<file path="config.mk">
export PLATFORM = sky130hd
export DESIGN_NAME = bgrm_ctrl
export DESIGN_NICKNAME = d
export VERILOG_FILES = /design/src/bgrm_pkg.sv /design/src/bgrm_ctrl.sv
export SDC_FILE = /design/constraint.sdc
export NUM_CORES = 1
export LEC_CHECK = 0
export ABC_AREA = 1
export BUFFER_PORTS_ARGS = -buffer_cell sky130_fd_sc_hd__buf_2
export CAP_MARGIN = 20
export CORE_UTILIZATION = 30
export CTS_BUF_LIST = sky130_fd_sc_hd__clkbuf_4
export DETAILED_ROUTE_END_ITERATION = 8
export SKIP_CTS_REPAIR_TIMING = 1
export SLEW_MARGIN = 20
export SYNTH_ARGS = -nofsm -noshare
export SYNTH_HDL_FRONTEND = slang
export SYNTH_SLANG_ARGS = --single-unit
</file>
<file path="constraint.sdc">
create_clock -name clock -period 1.65 [get_ports clock]
set_input_delay 0.0825 -clock clock [delete_from_list [all_inputs] [get_ports clock]]
set_output_delay 0.0825 -clock clock [all_outputs]
set_load 0.01 [all_outputs]
</file>
<file path="src/bgrm_pkg.sv">
package bgrm_pkg;

   // Field widths and fixed sizes.
   localparam int ATOM_W        = 6;
   localparam int CNT_W         = 7;
   localparam int MAX_ATOMS     = 64;
   localparam int MAX_BONDS_DEF = 128;
   localparam logic [CNT_W-1:0] ATOM_COUNT_RST = 7'd64;

   // Relation codes.
   localparam logic [1:0] REL_BONDED    = 2'd0;
   localparam logic [1:0] REL_ONE_THREE = 2'd1;
   localparam logic [1:0] REL_ONE_FOUR  = 2'd2;
   localparam logic [1:0] REL_NONE      = 2'd3;

   // Status codes.
   localparam logic [1:0] STAT_OK        = 2'd0;
   localparam logic [1:0] STAT_BAD_INDEX = 2'd1;
   localparam logic [1:0] STAT_NOT_BUILT = 2'd2;
   localparam logic [1:0] STAT_LIST_FULL = 2'd3;

   // Which atom pair the cell port addresses.
   typedef enum logic [1:0] {
      TGT_IN,
      TGT_BOND,
      TGT_SHARE,
      TGT_CROSS
   } tgt_sel_type;

   typedef enum logic [4:0] {
      ST_IDLE,
      ST_DECODE,
      ST_LD_CHK,
      ST_LD_ADJA,
      ST_LD_ADJB,
      ST_LD_LAST,
      ST_BLD_INIT,
      ST_BLD_I,
      ST_BLD_IRD,
      ST_BLD_ROWA,
      ST_BLD_ROWB,
      ST_BLD_BWR,
      ST_BLD_J,
      ST_BLD_JRD,
      ST_BLD_SEL,
      ST_BLD_SHWR,
      ST_BLD_X,
      ST_BLD_XRD,
      ST_QRD,
      ST_RESULT
   } bgrm_state_type;

   // Commands from the controller to the datapath.
   typedef struct packed {
      logic        capture;
      logic        clear_mol;
      logic        store_bond;
      logic        adj_wr_a;
      logic        adj_wr_b;
      logic        build_init;
      logic        rd_bond_i;
      logic        cap_i;
      logic        cap_rowa;
      logic        cap_rowb;
      logic        cap_j;
      logic        i_inc;
      logic        j_init;
      logic        j_inc;
      logic        k_clr;
      logic        k_inc;
      logic        cell_rd;
      logic        cell_wr;
      logic        rel_load;
      logic        stat_load;
      logic        set_ready;
      logic        rsp_load;
      tgt_sel_type tgt;
      logic [1:0]  cell_val;
      logic [1:0]  stat_val;
   } bgrm_cmd_type;

   // Status from the datapath to the controller.
   typedef struct packed {
      logic func;
      logic last;
      logic bad_index;
      logic list_full;
      logic ready;
      logic i_done;
      logic j_done;
      logic shared;
      logic linked;
      logic cell_is3;
      logic k_last;
      logic out_busy;
   } bgrm_stat_type;

endpackage

</file>
<file path="src/bgrm_ctrl.sv">
module bgrm_ctrl import bgrm_pkg::*; (
   input  logic          clock,
   input  logic          reset,
   input  logic          req_valid,
   output logic          req_stall,
   input  bgrm_stat_type st,
   output bgrm_cmd_type  cmd
);

   bgrm_state_type state_ff, state_in;

   // State register.
   always_ff @(posedge clock) begin
      if (reset) begin
         state_ff <= ST_IDLE;
      end else begin
         state_ff <= state_in;
      end
   end

   assign req_stall = state_ff != ST_IDLE;

   // Next state and commands.
   always_comb begin
      state_in = state_ff;
      cmd      = '0;
      unique case (state_ff)
         ST_IDLE: begin
            if (req_valid) begin
               cmd.capture = 1'b1;
               state_in    = ST_DECODE;
            end
         end
         ST_DECODE: begin
            if (st.func) begin
               if (!st.ready) begin
                  cmd.stat_load = 1'b1;
                  cmd.stat_val  = STAT_NOT_BUILT;
                  state_in      = ST_RESULT;
               end else if (st.bad_index) begin
                  cmd.stat_load = 1'b1;
                  cmd.stat_val  = STAT_BAD_INDEX;
                  state_in      = ST_RESULT;
               end else begin
                  cmd.cell_rd = 1'b1;
                  cmd.tgt     = TGT_IN;
                  state_in    = ST_QRD;
               end
            end else begin
               cmd.clear_mol = st.ready;
               state_in      = ST_LD_CHK;
            end
         end
         ST_LD_CHK: begin
            if (st.bad_index) begin
               cmd.stat_load = 1'b1;
               cmd.stat_val  = STAT_BAD_INDEX;
               state_in      = ST_LD_LAST;
            end else if (st.list_full) begin
               cmd.stat_load = 1'b1;
               cmd.stat_val  = STAT_LIST_FULL;
               state_in      = ST_LD_LAST;
            end else begin
               cmd.store_bond = 1'b1;
               state_in       = ST_LD_ADJA;
            end
         end
         ST_LD_ADJA: begin
            cmd.adj_wr_a = 1'b1;
            state_in     = ST_LD_ADJB;
         end
         ST_LD_ADJB: begin
            cmd.adj_wr_b = 1'b1;
            state_in     = ST_LD_LAST;
         end
         ST_LD_LAST: begin
            state_in = st.last ? ST_BLD_INIT : ST_RESULT;
         end
         ST_BLD_INIT: begin
            cmd.build_init = 1'b1;
            state_in       = ST_BLD_I;
         end
         ST_BLD_I: begin
            if (st.i_done) begin
               cmd.set_ready = 1'b1;
               state_in      = ST_RESULT;
            end else begin
               cmd.rd_bond_i = 1'b1;
               state_in      = ST_BLD_IRD;
            end
         end
         ST_BLD_IRD: begin
            cmd.cap_i = 1'b1;
            state_in  = ST_BLD_ROWA;
         end
         ST_BLD_ROWA: begin
            cmd.cap_rowa = 1'b1;
            state_in     = ST_BLD_ROWB;
         end
         ST_BLD_ROWB: begin
            cmd.cap_rowb = 1'b1;
            cmd.cell_rd  = 1'b1;
            cmd.tgt      = TGT_BOND;
            state_in     = ST_BLD_BWR;
         end
         ST_BLD_BWR: begin
            cmd.cell_wr  = 1'b1;
            cmd.cell_val = REL_BONDED;
            cmd.j_init   = 1'b1;
            state_in     = ST_BLD_J;
         end
         ST_BLD_J: begin
            if (st.j_done) begin
               cmd.i_inc = 1'b1;
               state_in  = ST_BLD_I;
            end else begin
               state_in = ST_BLD_JRD;
            end
         end
         ST_BLD_JRD: begin
            cmd.cap_j = 1'b1;
            cmd.k_clr = 1'b1;
            state_in  = ST_BLD_SEL;
         end
         ST_BLD_SEL: begin
            if (st.shared) begin
               cmd.cell_rd = 1'b1;
               cmd.tgt     = TGT_SHARE;
               state_in    = ST_BLD_SHWR;
            end else begin
               state_in = ST_BLD_X;
            end
         end
         ST_BLD_SHWR: begin
            cmd.cell_wr  = 1'b1;
            cmd.cell_val = REL_ONE_THREE;
            cmd.j_inc    = 1'b1;
            state_in     = ST_BLD_J;
         end
         ST_BLD_X: begin
            if (st.linked) begin
               cmd.cell_rd = 1'b1;
               cmd.tgt     = TGT_CROSS;
               state_in    = ST_BLD_XRD;
            end else if (st.k_last) begin
               cmd.j_inc = 1'b1;
               state_in  = ST_BLD_J;
            end else begin
               cmd.k_inc = 1'b1;
            end
         end
         ST_BLD_XRD: begin
            if (st.cell_is3) begin
               cmd.cell_wr  = 1'b1;
               cmd.cell_val = REL_ONE_FOUR;
               cmd.j_inc    = 1'b1;
               state_in     = ST_BLD_J;
            end else if (st.k_last) begin
               cmd.j_inc = 1'b1;
               state_in  = ST_BLD_J;
            end else begin
               cmd.k_inc = 1'b1;
               state_in  = ST_BLD_X;
            end
         end
         ST_QRD: begin
            cmd.rel_load = 1'b1;
            state_in     = ST_RESULT;
         end
         ST_RESULT: begin
            if (!st.out_busy) begin
               cmd.rsp_load = 1'b1;
               state_in     = ST_IDLE;
            end
         end
         default: begin
            state_in = ST_IDLE;
         end
      endcase
   end

endmodule

</file>
# [Yosys cells after proc, flatten, opt, wreduce, memory -nomap -nowiden]
# Cells that the tools add are included.
[word_totals] ff_bits=5 out_inout_bits=29
[op_classes] eq_ne=22 mux=73 reduce_logical=4
[op_table] cell="5-bit case mux with 19 select lines" n=1
[op_table] cell="5-bit two-way mux" n=11
[op_table] cell="1-bit two-way mux" n=44
[op_table] cell="5-bit by 4-bit equality test with 1-bit output, second input constant" n=8
[op_table] cell="5-bit by 3-bit equality test with 1-bit output, second input constant" n=4
[op_table] cell="5-bit equality test, second input constant" n=4
[op_table] cell="2-bit two-way mux" n=7
[op_table] cell="5-bit by 2-bit equality test with 1-bit output, second input constant" n=2
[op_table] cell="2-bit case mux with 2 select lines" n=2
[op_table] cell="1-bit case mux with 2 select lines" n=3
[op_table] cell="2-bit case mux with 3 select lines" n=1
[op_table] cell="5-bit by 1-bit equality test with 1-bit output, second input constant" n=1
[op_table] cell="5-bit logical NOT" n=1
[op_table] cell="5-bit nonzero test" n=1
[op_table] cell="4-bit two-way mux" n=1
[op_table] cell="2-bit inequality test, second input constant" n=2
[op_table] cell="1-bit case mux with 4 select lines" n=1
[op_table] cell="3-bit two-way mux" n=1
[op_table] cell="3-bit inequality test, second input constant" n=1
[op_table] cell="1-bit case mux with 3 select lines" n=1
[op_table] cell="3-bit AND reduction" n=1
[op_table] cell="2-bit OR reduction" n=1

# [Logic depth before layout (Yosys ltp)]
[logic_depth] depth_word=4 depth_mapped=10 depth_no_buf=10

# [Least setup slack after synthesis]
# Ideal clock, no wire load.
[synth_timing] kind="register -> output" startpoint="reg state_ff[2]" endpoint="out cmd[0] (netlist name)" t_arrival_ns=1.186 t_required_ns=1.567 path_slack_ns=0.382 path_stages_with_launch=6 path_buffers=0 cell_sequence="dfxtp_1 -> nor2_4 -> inv_1 -> nor2_1 -> nand2_1 -> o31ai_1"
[synth_lines] element="from (decl)" line="bgrm_ctrl.sv:10" source="bgrm_state_type state_ff, state_in;"
[synth_lines] element="from (signal assigned)" line="bgrm_ctrl.sv:17" source="state_ff <= state_in;"
[synth_lines] element="to (decl)" line="bgrm_ctrl.sv:7" source="output bgrm_cmd_type cmd"

==> results.md <==
- Max_slew headroom: between 80% and 90%
- Combinational family with the most area after synthesis: simple AND/OR/NAND/NOR gates
- Antenna Nets Post-Route: 0
- Cells after Synth: 151
- Peak supply drop: approximately 830 uV
- Clock skew: between 2 and 3 ps
- CP Data Required Time: between 1500 and 2000 ps
- Die Y: 51.78 um
- Largest net degree at the start of global routing: 12
- CORE AREA: between 2000 and 2500 sq um
- Placed insts: 220
- Slowest CP cell: dfxtp_2
- Initial antenna violation count: 0
- Starting Density: about a third
- Post-synth EDFFs: 0
- Synth Warn #: 0
- Top cell type's share of synthesized area: between 10% and 20%
- Syn Area/Cell: between 4 and 5 sq um
- Routed len/inst: around 11 um
- Synth Register Bits: 5
- Chip width: 51.78 um
- Fin. max-slew vios: 0
- WHS Path Cells: 2
- Top flop regs: state_ff x5
- Hold_sp: reset
- Mapped Nets: between 150 and 200
- Leakage: 0.7542 nW
- Vias: about 1,100
- Final period util: 94.39%
- Critical Path End Type: output pin
- Adder-Cell Fraction of Synth Area: 0%
- Simple-Gate Fraction of Synth Area: between 50% and 60%
- Xor-xnor portion of the synthesized cell area: 0%
- Final WL: between 2 and 3 mm
- GPL Wtd Cong: slightly below 0.9
- WHS Endpoint: state_ff[3]
- Global route overflow: 0
- Worst-path fanout max: 6
- H-tree depth: 1
- Final Hold Viols: 0
- Residual DRC: 0
- Layout Utilization: 47.28%
- Unique masters post-synth: 20
- Compound-gate portion of the synthesized area: 9.428%
- Post-layout min period: about 1600 ps
- 1st-iter DRT viols: 39
- DR vias/cell: roughly 4.8
- Power density cells: approximately 1100 nW/um^2
- I/O Pins: 44
- Detailed Routing Iterations Pass 1: 4
- R2r endpoint: state_ff[2]
- Mux cell area share after synthesis: 0%
- HPWL after DPL: 2.107 mm
- Post-synth top cells: nand2_1, nor2_1, inv_1
- Cts bufs inserted: 3
- Ys async rst share: 0%
- Hold slack: slightly below 40 ps
- CTS tree: done
- Post-synth top area cell: nand2_1
- Share of cells above drive strength 1: 35.18%
- Data arrival, critical path: ~1500 ps
- Buffers on Ports: between 40 and 50
- Area Overhead vs Synth: 44.78%
- Max Clk Rate: about 0.64 GHz
- Reg2reg setup slack: about 210 ps
- Cell area after synthesis: around 740 sq um
- Clock latency on the worst-skew pair: ~240 ps
- Ys flop type: dfxtp_1
- Top-count cell post-synth: nand2_1
- MaxCap Viol Count: 0
- Max reg flops: 5
- Synth top area cells: nand2_1, nor2_1, inv_1
- Placement row count: 17
- Layout net count: ~220
- Crit Path Class: reg -> out
- Slew at the pin closest to its max-slew limit: ~260 ps
- Status: finished clean
- Worst stage delay on the critical path: between 300 and 400 ps
- Largest reg by FF count: state_ff
- Overall Global Routing Usage: between 10% and 20%
- Reg-to-Reg Start: state_ff[1]
- Register area share after synthesis: between 10% and 20%
- Overall power: ~1.2 mW
- CTS Buffer Depth: 2
- Cell Chain, Critical Path: inv_1 > nand3_2 > nor2_2 > nand2_1 > o31ai_1 > buf_2
- First-pass GRT wire length: 3.946 mm
- Post-route insts no fill: between 200 and 250
- Worst hold path class: in -> reg
- Clock tree root driver cell: clkbuf_4
- ANT cells: 0
- # setup viols final: 0
- Worst-case reg-to-reg path depth: 9
- Vias in the first global route: 927
- Worst-path clk slew: about 40 ps
- Clk sink count: 5
- Die ar.: ~2700 sq um
- CP Launch Type: flop
-- worst max path at each step --
stage                            from          end  slack [ps]  depth (start not counted)
after global placement    state_ff[4]  state_ff[1]          30                          9
final                     state_ff[1]       cmd[0]          90                          6
after CTS                 state_ff[4]       cmd[0]         -90                          6
after global routing      state_ff[1]       cmd[0]         -20                          6
after detailed placement  state_ff[4]  state_ff[1]          20                          9
after floorplan           state_ff[2]       cmd[0]         380                          5
-- power by group --
part / internal, mW / switching, mW / total [mW]
sequential: 0.163 / 0.0689 / 0.232
clock: 0.108 / 0.0483 / 0.156
combinational: 0.316 / 0.511 / 0.827
total: 0.587 / 0.628 / 1.21
-- stage by stage --
step	instance area (sq um)	TNS, ps	worst slack, ps
2_1_floorplan	743.2	0	381.6
3_3_place_gp	978.4	0	25.31
3_5_place_dp	978.4	0	24.75
4_1_cts	1008	-145.8	-86.64
5_1_grt	1076	-18.05	-18.05
6_report	1076	0	92.56
-- routing by layer --
metal,global-route usage [%],wire length (um),vias up
met2,32.25,1216,47
met1,26.40,1165,487
li1,-,-,566
met3,4.678,189,0
met5,0,0,-
met4,2.703,0,0
-- cell type report --
cell class / count / area, sq um
Fill cell: 266 / 1200
Multi-Input combinational cell: 113 / 539.3
Timing Repair Buffer: 46 / 250.2
Sequential cell: 5 / 105.1
Clock buffer: 4 / 30.03
Inverter: 31 / 116.4
Tap cell: 28 / 35.03
-- cell usage in the layout (no fill, tap or decap) --
cell type | synthesis | layout
nor3_1 | 6 | 5
nand2_1 | 35 | 35
a21oi_1 | 1 | 1
nand3_1 | 16 | 15
nor3_2 | 0 | 1
nand4_1 | 2 | 2
o32ai_2 | 0 | 1
clkbuf_4 | 0 | 4
nor4_1 | 1 | 1
nor2_1 | 34 | 30
nor2_4 | 2 | 2
buf_12 | 0 | 1
o21ai_1 | 2 | 2
dfxtp_1 | 5 | 1
nor2_2 | 3 | 7
buf_4 | 2 | 2
o31ai_1 | 1 | 1
o22ai_1 | 1 | 1
nand2_2 | 2 | 2
nand3_2 | 0 | 1
inv_2 | 1 | 2
a31oi_1 | 2 | 2
dfxtp_2 | 0 | 4
o21ai_0 | 4 | 4
buf_2 | 0 | 43
inv_1 | 30 | 29
-- worst max-delay path: cells and delay by family, from the launching register on --
kind / cells / cell delay (ps)
AOI/OAI and AO/OA: 1 / 200
and+or+nand+nor: 3 / 390
buffers and inverters: 2 / 300
DFF: 1 / 350
-- logic make-up (layout without fill, tap and decap cells) --
| logic type | after synthesis | in the layout |
|---|---|---|
| AO/OA/AOI/OAI | 12 | 12 |
| AND/OR/NAND/NOR | 101 | 101 |
| buffers and inverters | 33 | 81 |
| flip-flops | 5 | 5 |
(Power assumes the default switching activity.)
